--- config.mk ---
export PLATFORM = sky130hd
export DESIGN_NAME = base32_stream_codec
export DESIGN_NICKNAME = d
export VERILOG_FILES = /design/src/hdl/b32c_pkg.sv /design/src/hdl/b32c_front.sv /design/src/hdl/b32c_queue.sv /design/src/hdl/b32c_back.sv /design/src/hdl/base32_stream_codec.sv
export SDC_FILE = /design/constraint.sdc
export NUM_CORES = 1
export LEC_CHECK = 0
export BUFFER_PORTS_ARGS = -buffer_cell sky130_fd_sc_hd__buf_4
export CAP_MARGIN = 30
export CORE_UTILIZATION = 60
export CTS_BUF_LIST = sky130_fd_sc_hd__clkbuf_4 sky130_fd_sc_hd__clkbuf_8 sky130_fd_sc_hd__clkbuf_16
export DETAILED_ROUTE_END_ITERATION = 16
export PLACE_DENSITY_LB_ADDON = 0.12
export SLEW_MARGIN = 30
export SYNTH_ARGS = -nofsm -noshare
export SYNTH_HDL_FRONTEND = slang
export SYNTH_SLANG_ARGS = --single-unit
export TNS_END_PERCENT = 30
--- constraint.sdc ---
create_clock -name clk -period 7.9 [get_ports clk]
set_input_delay 0 -clock clk [delete_from_list [all_inputs] [get_ports clk]]
set_output_delay 0 -clock clk [all_outputs]
set_load 0.1 [all_outputs]
--- src/hdl/b32c_pkg.sv ---
// b32c_pkg: shared types, register indexes and helpers of the base32 stream codec.
// Used by every module of the codec; depends on nothing.
`default_nettype none

package b32c_pkg;

  localparam int SYM_W      = 8;
  localparam int GROUP_W    = 5;
  localparam int ALPHA_SIZE = 32;
  localparam int ALPHA_W    = ALPHA_SIZE * SYM_W;
  localparam int CFG_IDX_W  = 3;
  localparam int CFG_DATA_W = 64;
  localparam int Q_DEPTH    = 4;
  localparam int Q_PTR_W    = $clog2(Q_DEPTH);

  localparam logic [CFG_IDX_W-1:0] REG_DIRECTION = 3'd0;
  localparam logic [CFG_IDX_W-1:0] REG_ALPHA0    = 3'd1;
  localparam logic [CFG_IDX_W-1:0] REG_ALPHA1    = 3'd2;
  localparam logic [CFG_IDX_W-1:0] REG_ALPHA2    = 3'd3;
  localparam logic [CFG_IDX_W-1:0] REG_ALPHA3    = 3'd4;

  localparam logic DIR_ENCODE = 1'b0;

  typedef logic [ALPHA_W-1:0] alpha_t;

  typedef struct packed {
    logic               enc;
    logic               two;
    logic               err;
    logic [SYM_W-1:0]   d0;
    logic [GROUP_W-1:0] d1;
  } job_t;

  function automatic logic [SYM_W-1:0] alpha_char(alpha_t a, logic [GROUP_W-1:0] i);
    return a[{i, 3'b000} +: SYM_W];
  endfunction

endpackage

`default_nettype wire

--- src/hdl/b32c_front.sv ---
// b32c_front: accepts input words, updates the encoder and decoder bit stores
// and turns each word that yields a result into a result job. Depends on b32c_pkg.
`default_nettype none

module b32c_front
  import b32c_pkg::*;
(
  input  wire logic             clk,
  input  wire logic             rst_n,
  input  wire logic             direction,
  input  wire alpha_t           alpha,
  input  wire logic             accept,
  input  wire logic [SYM_W-1:0] symbol,
  input  wire logic             flush,
  output logic                  push,
  output job_t                  job
);

  logic [3:0]  enc_bits_r, enc_bits_nxt;
  logic [2:0]  enc_count_r, enc_count_nxt;
  logic [11:0] dec_bits_r, dec_bits_nxt;
  logic [3:0]  dec_count_r, dec_count_nxt;

  logic [11:0] ebits;
  logic [3:0]  esh;
  logic [3:0]  erem;
  logic        etwo;
  logic [4:0]  eflush_val;
  logic [2:0]  eflush_sh;

  logic [4:0]  didx;
  logic        dfound;
  logic [3:0]  dcnt;
  logic [3:0]  dnew;
  logic [11:0] dbits;

  always_comb begin
    ebits      = {enc_bits_r, symbol};
    esh        = 4'(enc_count_r) + 4'd3;
    etwo       = (enc_count_r >= 3'd2);
    erem       = etwo ? 4'(enc_count_r) - 4'd2 : 4'(enc_count_r) + 4'd3;
    eflush_sh  = 3'd5 - enc_count_r;
    eflush_val = 5'(enc_bits_r) << eflush_sh;
  end

  always_comb begin
    didx   = '0;
    dfound = 1'b0;
    for (int i = 0; i < ALPHA_SIZE; i++) begin
      if (alpha_char(alpha, 5'(i)) == symbol) begin
        didx   = 5'(i);
        dfound = 1'b1;
      end
    end
    dcnt  = ((dec_count_r > 4'd7) ? 4'd7 : dec_count_r) + 4'd5;
    dbits = {dec_bits_r[6:0], didx};
    dnew  = dcnt - 4'd8;
  end

  always_comb begin
    enc_bits_nxt  = enc_bits_r;
    enc_count_nxt = enc_count_r;
    dec_bits_nxt  = dec_bits_r;
    dec_count_nxt = dec_count_r;
    push          = 1'b0;
    job           = '0;
    if (accept) begin
      if (direction == DIR_ENCODE) begin
        job.enc = 1'b1;
        if (flush) begin
          enc_bits_nxt  = '0;
          enc_count_nxt = '0;
          if (enc_count_r != 3'd0 && enc_count_r <= 3'd4) begin
            push   = 1'b1;
            job.d0 = 8'(eflush_val);
          end
        end else begin
          push          = 1'b1;
          job.two       = etwo;
          job.d0        = 8'(5'(ebits >> esh));
          job.d1        = 5'(ebits >> (esh - 4'd5));
          enc_count_nxt = 3'(erem);
          enc_bits_nxt  = 4'(ebits & ((12'd1 << erem) - 12'd1));
        end
      end else begin
        if (flush) begin
          dec_bits_nxt  = '0;
          dec_count_nxt = '0;
        end else if (!dfound) begin
          push    = 1'b1;
          job.err = 1'b1;
        end else if (dcnt >= 4'd8) begin
          push          = 1'b1;
          job.d0        = 8'(dbits >> dnew);
          dec_count_nxt = dnew;
          dec_bits_nxt  = dbits & ((12'd1 << dnew) - 12'd1);
        end else begin
          dec_count_nxt = dcnt;
          dec_bits_nxt  = dbits;
        end
      end
    end
  end

  always_ff @(posedge clk) begin
    if (!rst_n) begin
      enc_bits_r  <= '0;
      enc_count_r <= '0;
      dec_bits_r  <= '0;
      dec_count_r <= '0;
    end else begin
      enc_bits_r  <= enc_bits_nxt;
      enc_count_r <= enc_count_nxt;
      dec_bits_r  <= dec_bits_nxt;
      dec_count_r <= dec_count_nxt;
    end
  end

endmodule

`default_nettype wire

--- src/hdl/b32c_queue.sv ---
// b32c_queue: short job queue between the front and the back of the codec.
// Depends on b32c_pkg.
`default_nettype none

module b32c_queue
  import b32c_pkg::*;
(
  input  wire logic clk,
  input  wire logic rst_n,
  input  wire logic push,
  input  wire job_t wr_job,
  output logic      full,
  input  wire logic pop,
  output logic      rd_valid,
  output job_t      rd_job
);

  job_t               mem [Q_DEPTH];
  logic [Q_PTR_W-1:0] wr_ptr_r, wr_ptr_nxt;
  logic [Q_PTR_W-1:0] rd_ptr_r, rd_ptr_nxt;
  logic [Q_PTR_W:0]   count_r, count_nxt;
  logic               do_push;
  logic               do_pop;

  assign full     = (count_r == (Q_PTR_W+1)'(Q_DEPTH));
  assign rd_valid = (count_r != '0);
  assign rd_job   = mem[rd_ptr_r];
  assign do_push  = push && !full;
  assign do_pop   = pop && rd_valid;

  always_comb begin
    wr_ptr_nxt = do_push ? wr_ptr_r + 1'b1 : wr_ptr_r;
    rd_ptr_nxt = do_pop ? rd_ptr_r + 1'b1 : rd_ptr_r;
    count_nxt  = count_r + (Q_PTR_W+1)'(do_push) - (Q_PTR_W+1)'(do_pop);
  end

  always_ff @(posedge clk) begin
    if (do_push) begin
      mem[wr_ptr_r] <= wr_job;
    end
  end

  always_ff @(posedge clk) begin
    if (!rst_n) begin
      wr_ptr_r <= '0;
      rd_ptr_r <= '0;
      count_r  <= '0;
    end else begin
      wr_ptr_r <= wr_ptr_nxt;
      rd_ptr_r <= rd_ptr_nxt;
      count_r  <= count_nxt;
    end
  end

endmodule

`default_nettype wire

--- src/hdl/b32c_back.sv ---
// b32c_back: expands queued jobs into result words, one per cycle unless out_ready stalls,
// through an output register with alphabet lookup for encode jobs. Depends on b32c_pkg.
`default_nettype none

module b32c_back
  import b32c_pkg::*;
(
  input  wire logic        clk,
  input  wire logic        rst_n,
  input  wire alpha_t      alpha,
  input  wire logic        q_valid,
  input  wire job_t        q_job,
  output logic             pop,
  output logic             out_valid,
  input  wire logic        out_ready,
  output logic [SYM_W-1:0] out_symbol,
  output logic             out_err,
  output logic             out_last
);

  logic               out_valid_r, out_valid_nxt;
  logic [SYM_W-1:0]   out_sym_r;
  logic               out_err_r;
  logic               out_last_r;
  logic               second_r, second_nxt;
  logic               load;
  logic [GROUP_W-1:0] sel_idx;
  logic [SYM_W-1:0]   sym;
  logic               fin;

  always_comb begin
    load          = q_valid && (!out_valid_r || out_ready);
    sel_idx       = second_r ? q_job.d1 : q_job.d0[GROUP_W-1:0];
    fin           = !(q_job.two && !second_r);
    pop           = load && fin;
    second_nxt    = load ? !fin : second_r;
    out_valid_nxt = load ? 1'b1 : (out_ready ? 1'b0 : out_valid_r);
    if (q_job.enc) begin
      sym = alpha_char(alpha, sel_idx);
    end else if (q_job.err) begin
      sym = '0;
    end else begin
      sym = q_job.d0;
    end
  end

  always_ff @(posedge clk) begin
    if (load) begin
      out_sym_r  <= sym;
      out_err_r  <= q_job.err;
      out_last_r <= fin;
    end
  end

  always_ff @(posedge clk) begin
    if (!rst_n) begin
      out_valid_r <= 1'b0;
      second_r    <= 1'b0;
    end else begin
      out_valid_r <= out_valid_nxt;
      second_r    <= second_nxt;
    end
  end

  assign out_valid  = out_valid_r;
  assign out_symbol = out_sym_r;
  assign out_err    = out_err_r;
  assign out_last   = out_last_r;

endmodule

`default_nettype wire

--- src/hdl/base32_stream_codec.sv ---
// base32_stream_codec: top level; holds the configuration registers and joins
// front, job queue and back. Depends on b32c_pkg, b32c_front, b32c_queue, b32c_back.
// Path: the front writes each result job into the queue; the back loads it into the
// output register. Throughput: one word per cycle while the queue is not full; one
// result word per cycle out of a single output register unless out_tready stalls.
// Reset: synchronous rst_n clears registers, bit stores, queue and output valid.
`default_nettype none

module base32_stream_codec
  import b32c_pkg::*;
(
  input  wire logic                  clk,
  input  wire logic                  rst_n,
  input  wire logic                  in_tvalid,
  output logic                       in_tready,
  input  wire logic [7:0]            in_tdata,   // [7:0] symbol
  input  wire logic                  in_tuser,   // [0] flush
  output logic                       out_tvalid,
  input  wire logic                  out_tready,
  output logic [7:0]                 out_tdata,  // [7:0] out_symbol
  output logic                       out_tuser,  // [0] error
  output logic                       out_tlast,
  input  wire logic                  cfg_valid,
  output logic                       cfg_ready,
  input  wire logic [CFG_IDX_W-1:0]  cfg_addr,
  input  wire logic [CFG_DATA_W-1:0] cfg_data
);

  logic   direction_r, direction_nxt;
  alpha_t alpha_r, alpha_nxt;
  logic   accept;
  logic   push;
  job_t   wr_job;
  logic   full;
  logic   pop;
  logic   q_valid;
  job_t   q_job;

  assign cfg_ready = 1'b1;
  assign in_tready = !full;
  assign accept    = in_tvalid && !full;

  always_comb begin
    direction_nxt = direction_r;
    alpha_nxt     = alpha_r;
    if (cfg_valid) begin
      case (cfg_addr)
        REG_DIRECTION: direction_nxt = cfg_data[0];
        REG_ALPHA0:    alpha_nxt[0*CFG_DATA_W +: CFG_DATA_W] = cfg_data;
        REG_ALPHA1:    alpha_nxt[1*CFG_DATA_W +: CFG_DATA_W] = cfg_data;
        REG_ALPHA2:    alpha_nxt[2*CFG_DATA_W +: CFG_DATA_W] = cfg_data;
        REG_ALPHA3:    alpha_nxt[3*CFG_DATA_W +: CFG_DATA_W] = cfg_data;
        default:       ;
      endcase
    end
  end

  always_ff @(posedge clk) begin
    if (!rst_n) begin
      direction_r <= DIR_ENCODE;
      alpha_r     <= '0;
    end else begin
      direction_r <= direction_nxt;
      alpha_r     <= alpha_nxt;
    end
  end

  b32c_front u_front (
    .clk       (clk),
    .rst_n     (rst_n),
    .direction (direction_r),
    .alpha     (alpha_r),
    .accept    (accept),
    .symbol    (in_tdata),
    .flush     (in_tuser),
    .push      (push),
    .job       (wr_job)
  );

  b32c_queue u_queue (
    .clk      (clk),
    .rst_n    (rst_n),
    .push     (push),
    .wr_job   (wr_job),
    .full     (full),
    .pop      (pop),
    .rd_valid (q_valid),
    .rd_job   (q_job)
  );

  b32c_back u_back (
    .clk        (clk),
    .rst_n      (rst_n),
    .alpha      (alpha_r),
    .q_valid    (q_valid),
    .q_job      (q_job),
    .pop        (pop),
    .out_valid  (out_tvalid),
    .out_ready  (out_tready),
    .out_symbol (out_tdata),
    .out_err    (out_tuser),
    .out_last   (out_tlast)
  );

endmodule

`default_nettype wire

Word-level counts from Yosys, hierarchy flattened. Memory sizes are Yosys's and may differ from the RTL's. A register that Yosys moved wholly into a read port is not among the register bits. Index checks and enable logic that the tools add are counted.

Add/subtract/negate cells: 12. $mul: 0. Div/mod/pow operators: 0. Order comparisons: 4. Eq/ne operators: 37. Shift-type cells: 7. Muxes and demuxes: 102. Bitwise operators: 3. Reduce and logical (&&, ||, !) cells: 24.

Operator list (number): $eq A8 B8 Y1 (32); $shiftx A256 B9 Y8 (1); $mux W5 (21); $mux W4 (14); $mux W1 (47); $mux W8 (5); $shr A12 B4 Y5 (2); $mux W7 (3); $mux W16 (1); $mux W3 (5); $reduce_and A2 Y1 (6); $shr A12 B4 Y8 (1); $mux W2 (5); $mux W9 (1); $and A7 B7 Y7 (1); $logic_and A1 B1 Y1 (7); $shl A1 B4 Y7 const A (1); $sub A7 B1 Y7 const B (1); $eq A3 B2 Y1 const B (2); $eq A3 B3 Y1 const B (2); $reduce_bool A3 Y1 (2); $shl A4 B3 Y5 (1); $add A2 B1 Y2 const B (2); $add A3 B2 Y4 const B (1); other kinds (21) (25).

Flip-flop bits (word level): 294. Latch bits: 0. Memory bits (writable): 64. ROM bits: 0. Input port bits: 81. Output and inout bits: 13. Word-level logic and storage cells: 207. Memories: 1.

Memories: u_queue.mem (depth 4, bits a word 16, rd ports 1, clocked after Yosys merged registers in 1, write ports 1, line b32c_queue.sv:18) `job_t mem [Q_DEPTH];`.

Depth between registers and ports, before layout.
Depth in word-level cells: 40. Gate-level depth with buffers: 16. Mapped depth without buffers: 12.

Cells and area by module. Synthesis repeated with hierarchy kept, for this count alone.

Cells, all modules: 2475. Area total of the unflattened synthesis: 22898.2 µm².

By module, submodules not included: base32_stream_codec (instances 1, cells an instance 908, area an instance 9539.1 µm²); b32c_front (instances 1, cells an instance 755, area an instance 5890.6 µm²); b32c_back (instances 1, cells an instance 680, area an instance 4630.7 µm²); b32c_queue (instances 1, cells an instance 132, area an instance 2837.7 µm²).

Worst setup path before layout. OpenSTA, ideal clock, no wires.

Path kind: register to register. Start point: register u_front.dec_count_r[0]. End point: register u_front.dec_bits_r[6]. Setup time: 70 ps. Arrival: 3200 ps. Data required time: 7830 ps. Setup slack: 4630 ps. Cell stages (with the launch flop): 13. Buffers on the path: 3. Clock period less this slack: 3270 ps. Path through: dfxtp_1 -> or2_2 -> clkbuf_1 -> clkbuf_1 -> ha_1 -> xnor2_1 -> clkbuf_1 -> nand3_1 -> ha_1 -> a21oi_1 -> a221oi_1 -> or4b_1 -> a21boi_1.

Word-level cells in the longest chain between the ends: 10.

RTL lines: from (decl) (line b32c_front.sv:22) `logic [3:0] dec_count_r, dec_count_nxt;`; from (signal assigned) (line b32c_front.sv:115) `dec_count_r <= dec_count_nxt;`; $gt A4 B3 Y1 (line b32c_front.sv:55) `dcnt = ((dec_count_r > 4'd7) ? 4'd7 : dec_count_r) + 4'd5;`; $mux W4 (*) (line b32c_front.sv:55); $add A4 B3 Y4 (*) (line b32c_front.sv:55); $sub A4 B4 Y4 (line b32c_front.sv:57) `dnew = dcnt - 4'd8;`; $shl A1 B4 Y7 (line b32c_front.sv:96) `dec_bits_nxt = dbits & ((12'd1 << dnew) - 12'd1);`; $sub A7 B1 Y7 (line b32c_front.sv:96); $and A7 B7 Y7 (line b32c_front.sv:96); $mux W7 (*) (line b32c_front.sv:92) `end else if (dcnt >= 4'd8) begin`; $mux W7 (*) (line b32c_front.sv:89) `end else if (!dfound) begin`; $mux W7 (*) (line b32c_front.sv:86) `if (flush) begin`; to (signal assigned) (line b32c_front.sv:114) `dec_bits_r <= dec_bits_nxt;`; to (decl) (line b32c_front.sv:21) `logic [11:0] dec_bits_r, dec_bits_nxt;`.

Every way passes the cells marked *; elsewhere a longest branch is shown, timed or not. The select of a mux whose other input is x is not followed. A chain may end at the register's enable or synchronous reset.

==> impl_metrics.csv <==
group,metric,value,unit
pwr,seqPwrFrac,32.8,%
timing,clock_skew,0.0165,ns
cells_and_area,final_nets,2661,
timing,fin_setup_tns,0,ns
pwr,p_sw_share,38.9,%
drt,drt.antenna.violating_nets,0,
die,core_area,34500,um2
critical_path,cp-end-kind,"flip-flop",
cells_and_area,syn_to_final_growth,12.2,%
clock_tree,clockRootBuffer,"clkbuf_16",
synth,yosys.area.top_type_share,27.2,%
pwr,p_clk_share,31.3,%
synth,synthCells,2540,
critical_path,path_depth,10,
pwr,p_switching,2.49,mW
critical_path,start_kind,"flip-flop",
synth,synth_common_cells,"800 x nand2_1, 286 x dfxtp_1, 263 x a21boi_0, 173 x xnor2_1, 137 x clkbuf_1",
clock_tree,cts_tree,"done",
timing,fin_crit_sh,55.7,%
die,die_h,189,um
critical_path,crit_buf_inv,2,
placement,post-dp-hpwl,48400,um
cells_and_area,final_core_util,68.3,%
pwr,p_int,3.91,mW
critical_path,criticalPathCategory,"flip-flop to flip-flop",
pwr,pwr-share-comb,35.9,%
die,ios,94,
clock_tree,clkLatencyLatePin,0.54,ns
clock_tree,cts_sinks,360,
cells_and_area,drive_gt1_share,9.57,%
cells_and_area,diodes,0,
die,initial_utilization,60.9,%
synth,ys.flop_type,"dfxtp_1",
critical_path,crit_path_cell_trace,"mux4_2 -> mux2i_4 -> buf_4 -> buf_4 -> nand3_1 -> o21ai_0 -> o22ai_1 -> a221oi_1 -> mux2i_1 -> a21o_1",
pwr,p_leak,8.18,nW
hold_path,hp-class,"primary input to flip-flop",
critical_path,crit_path_top_delay_cell,"dfxtp_1",
synth,yosysTopAreaCell,"dfxtp_1",
timing,slew_violations,0,
critical_path,crit_top_cell,"buf_4",
drt,wl_per_cell,23.6,um
placement,gp_congestion,0.977,
pwr,power_density,271,nW/um2
timing,max_slew_margin,37.4,%
synth,synth.area.top_cells,"dfxtp_1 27%, nand2_1 14%, edfxtp_1 11%",
synth,synth_most_common_cell,"nand2_1",
clock_tree,cts_buffer_depth,3,
clock_tree,postCtsSetupBuffers,0,
die,fp.dieW,189,um
drt,routed_via_density,6.19,
timing,tightest_slew,0.939,ns
clock_tree,cts_resized,0,
drt,drt-initial-drc-count,2103,
placement,numPortBuffers,92,
timing,max_freq,0.227,GHz
synth,avgSynthCellArea,8.28,um2
clock_tree,cts_inserted_buffers,40,
timing,hold_viol,0,
hold_path,holdPathStages,4,
drt,drc,0,
critical_path,endpoint,"u_back.out_symbol[0]$_DFFE_PP_",
synth,synth_nets,2640,
critical_path,cp_top_family,"buffers and inverters",
critical_path,reg2reg_slack,3.50,ns
die,die_area,35800,um2
timing,setup_viol,0,
critical_path,r2r_end,"u_back.out_symbol[0]$_DFFE_PP_",
status,status,"finished clean",
global_route,grt_pass1_wl,109000,um
synth,synth_edf_count,74,
global_route,track_usage,40.0,%
pwr,ir_worst_vdd,0.000344,V
critical_path,crit_fanout,68,
drt,drt-pass1-iter-count,6,
critical_path,arrival,4.69,ns
synth,synth.cell_area,21000,um2
clock_tree,hold_buffers,70,
drt,via_count,18900,
drt,wl,71800,um
timing,period_needed,4.40,ns
cells_and_area,final_area,23600,um2
timing,rsz0062_at_grt,"no",
synth,synth_warnings,0,
global_route,overflow,0,
critical_path,slowest_delay,0.83,ns
global_route,grt_max_degree,166,
placement,placed_area,21500,um2
clock_tree,clk_pin_slew,0.06,ns
clock_tree,htree_num_levels,2,
die,rows,68,
critical_path,cp_data_required_time,8.20,ns
synth,synth.yosys.seq_area_share,37.8,%
global_route,grt_pass1_vias,17700,
global_route,antenna_found_initial,0,
critical_path,reg2regPathDepth,10,
synth,ys_types,71,
synth,async_flop_share,0,%
flow_run,drv_cap,0,
synth,ys_ff_latch,360,
==> power by group through the flow <==
| stage | registers, mW | clock network (mW) | logic [mW] |
|---|---|---|---|
| 6_report | 2.10 | 2.01 | 2.30 |
| 4_1_cts | 2.10 | 2.01 | 2.22 |
| 2_1_floorplan | 2.30 | 0 | 1.38 |
| 3_3_place_gp | 2.13 | 0 | 2.16 |
| 5_1_grt | 2.11 | 2.09 | 2.40 |
| 3_5_place_dp | 2.14 | 0 | 2.18 |
==> placed cells by master, fill, tap and decap left out, types with 16 or more instances in the layout <==
cell type	netlist	layout
o22ai_1	21	21
and2_1	38	38
nand3_1	46	44
edfxtp_1	74	74
buf_4	12	105
a221oi_1	18	18
a21boi_0	263	263
a211oi_1	35	35
nand4_1	46	46
dfxtp_1	286	286
nor3_1	16	16
mux2i_1	30	28
nand2_1	800	800
a31oi_1	41	41
xor2_1	92	92
xnor2_1	173	173
and2_0	17	17
mux4_2	29	29
dlygate4sd3_1	0	70
clkbuf_16	0	41
o21ai_0	48	48
nor2_1	64	61
a21oi_1	26	26
nor4_1	22	22
ha_1	18	18
==> layout make-up <==
type / count / area (um2)
flip-flops and latches: 360 / 7950
well taps: 455 / 569
clock inverters: 20 / 273
repair buffers: 178 / 1530
clock buffers: 52 / 1140
fillers: 2849 / 10900
multi-input cells: 1963 / 12100
inverters: 18 / 67.6
==> how the worst min path moves through the flow <==
stage                             from                            endpoint  slack, ns
after global placement      out_tready       u_back.out_valid$_SDFFE_PN0P_       0.28
after floorplan            cfg_data[0]             alpha_r[0]$_SDFFE_PN0P_       0.14
after detailed placement  cfg_data[36]           alpha_r[100]$_SDFFE_PN0P_       0.29
final                        in_tvalid  u_front.dec_bits_r[4]$_SDFFE_PN0P_       0.07
after global routing         in_tvalid  u_front.dec_bits_r[4]$_SDFFE_PN0P_       0.11
after CTS                    in_tvalid  u_front.dec_bits_r[4]$_SDFFE_PN0P_       0.03
==> metal layers <==
layer	part of all wire (%)	global-route usage (%)	vias to the layer above	wire, um
li1	-	-	8650	-
met1	40	53.2	8952	28600
met2	46	63.9	1061	32700
met3	9.9	7.03	200	7080
met4	4.7	17.2	0	3410
met5	0	0	-	0
==> state kept, by name, indices dropped and copies added, names as in the netlist, named ones only <==
name                 count
u_front.dec_count_r      4
u_back.out_valid         1
u_back.out_last          1
u_front.dec_bits_r       7
u_front.enc_bits_r       4
u_front.enc_count_r      3
u_back.out_err           1
u_queue.count_r          3
u_back.out_symbol        8
alpha_r                256
u_queue.wr_ptr_r         2
u_back.second_r          1
direction_r              1
u_queue.mem             64
u_queue.rd_ptr_r         2
==> kinds of logic (layout without fill, tap and decap cells) <==
family          Yosys count  in the layout  share of synthesized area [%]
flops                   360            360                           37.8
buf+inv                 217            268                           5.10
other cells               1              1                         0.0178
mux                      67             67                           4.96
xor+xnor                266            266                           11.1
fa+ha+maj                19             19                           1.17
compound gates          505            505                           17.1
simple gates           1105           1105                           22.8
==> per-stage QoR <==
step | worst slack, ns | power [mW] | cells | hold WS [ns]
2_1_floorplan | 4.63 | 3.68 | 2540 | 0.145
3_3_place_gp | 3.74 | 4.29 | 2904 | 0.278
3_5_place_dp | 3.69 | 4.32 | 2904 | 0.291
4_1_cts | 3.65 | 6.34 | 3046 | 0.0302
5_1_grt | 3.40 | 6.59 | 3046 | 0.110
6_report | 3.50 | 6.40 | 3046 | 0.0665
==> worst min-delay path: stages <==
cell      delay (ns)
buf_4           0.11
and2_1          0.23
nand4_1         0.15
a21boi_1        0.07
(Power assumes the default switching activity.)
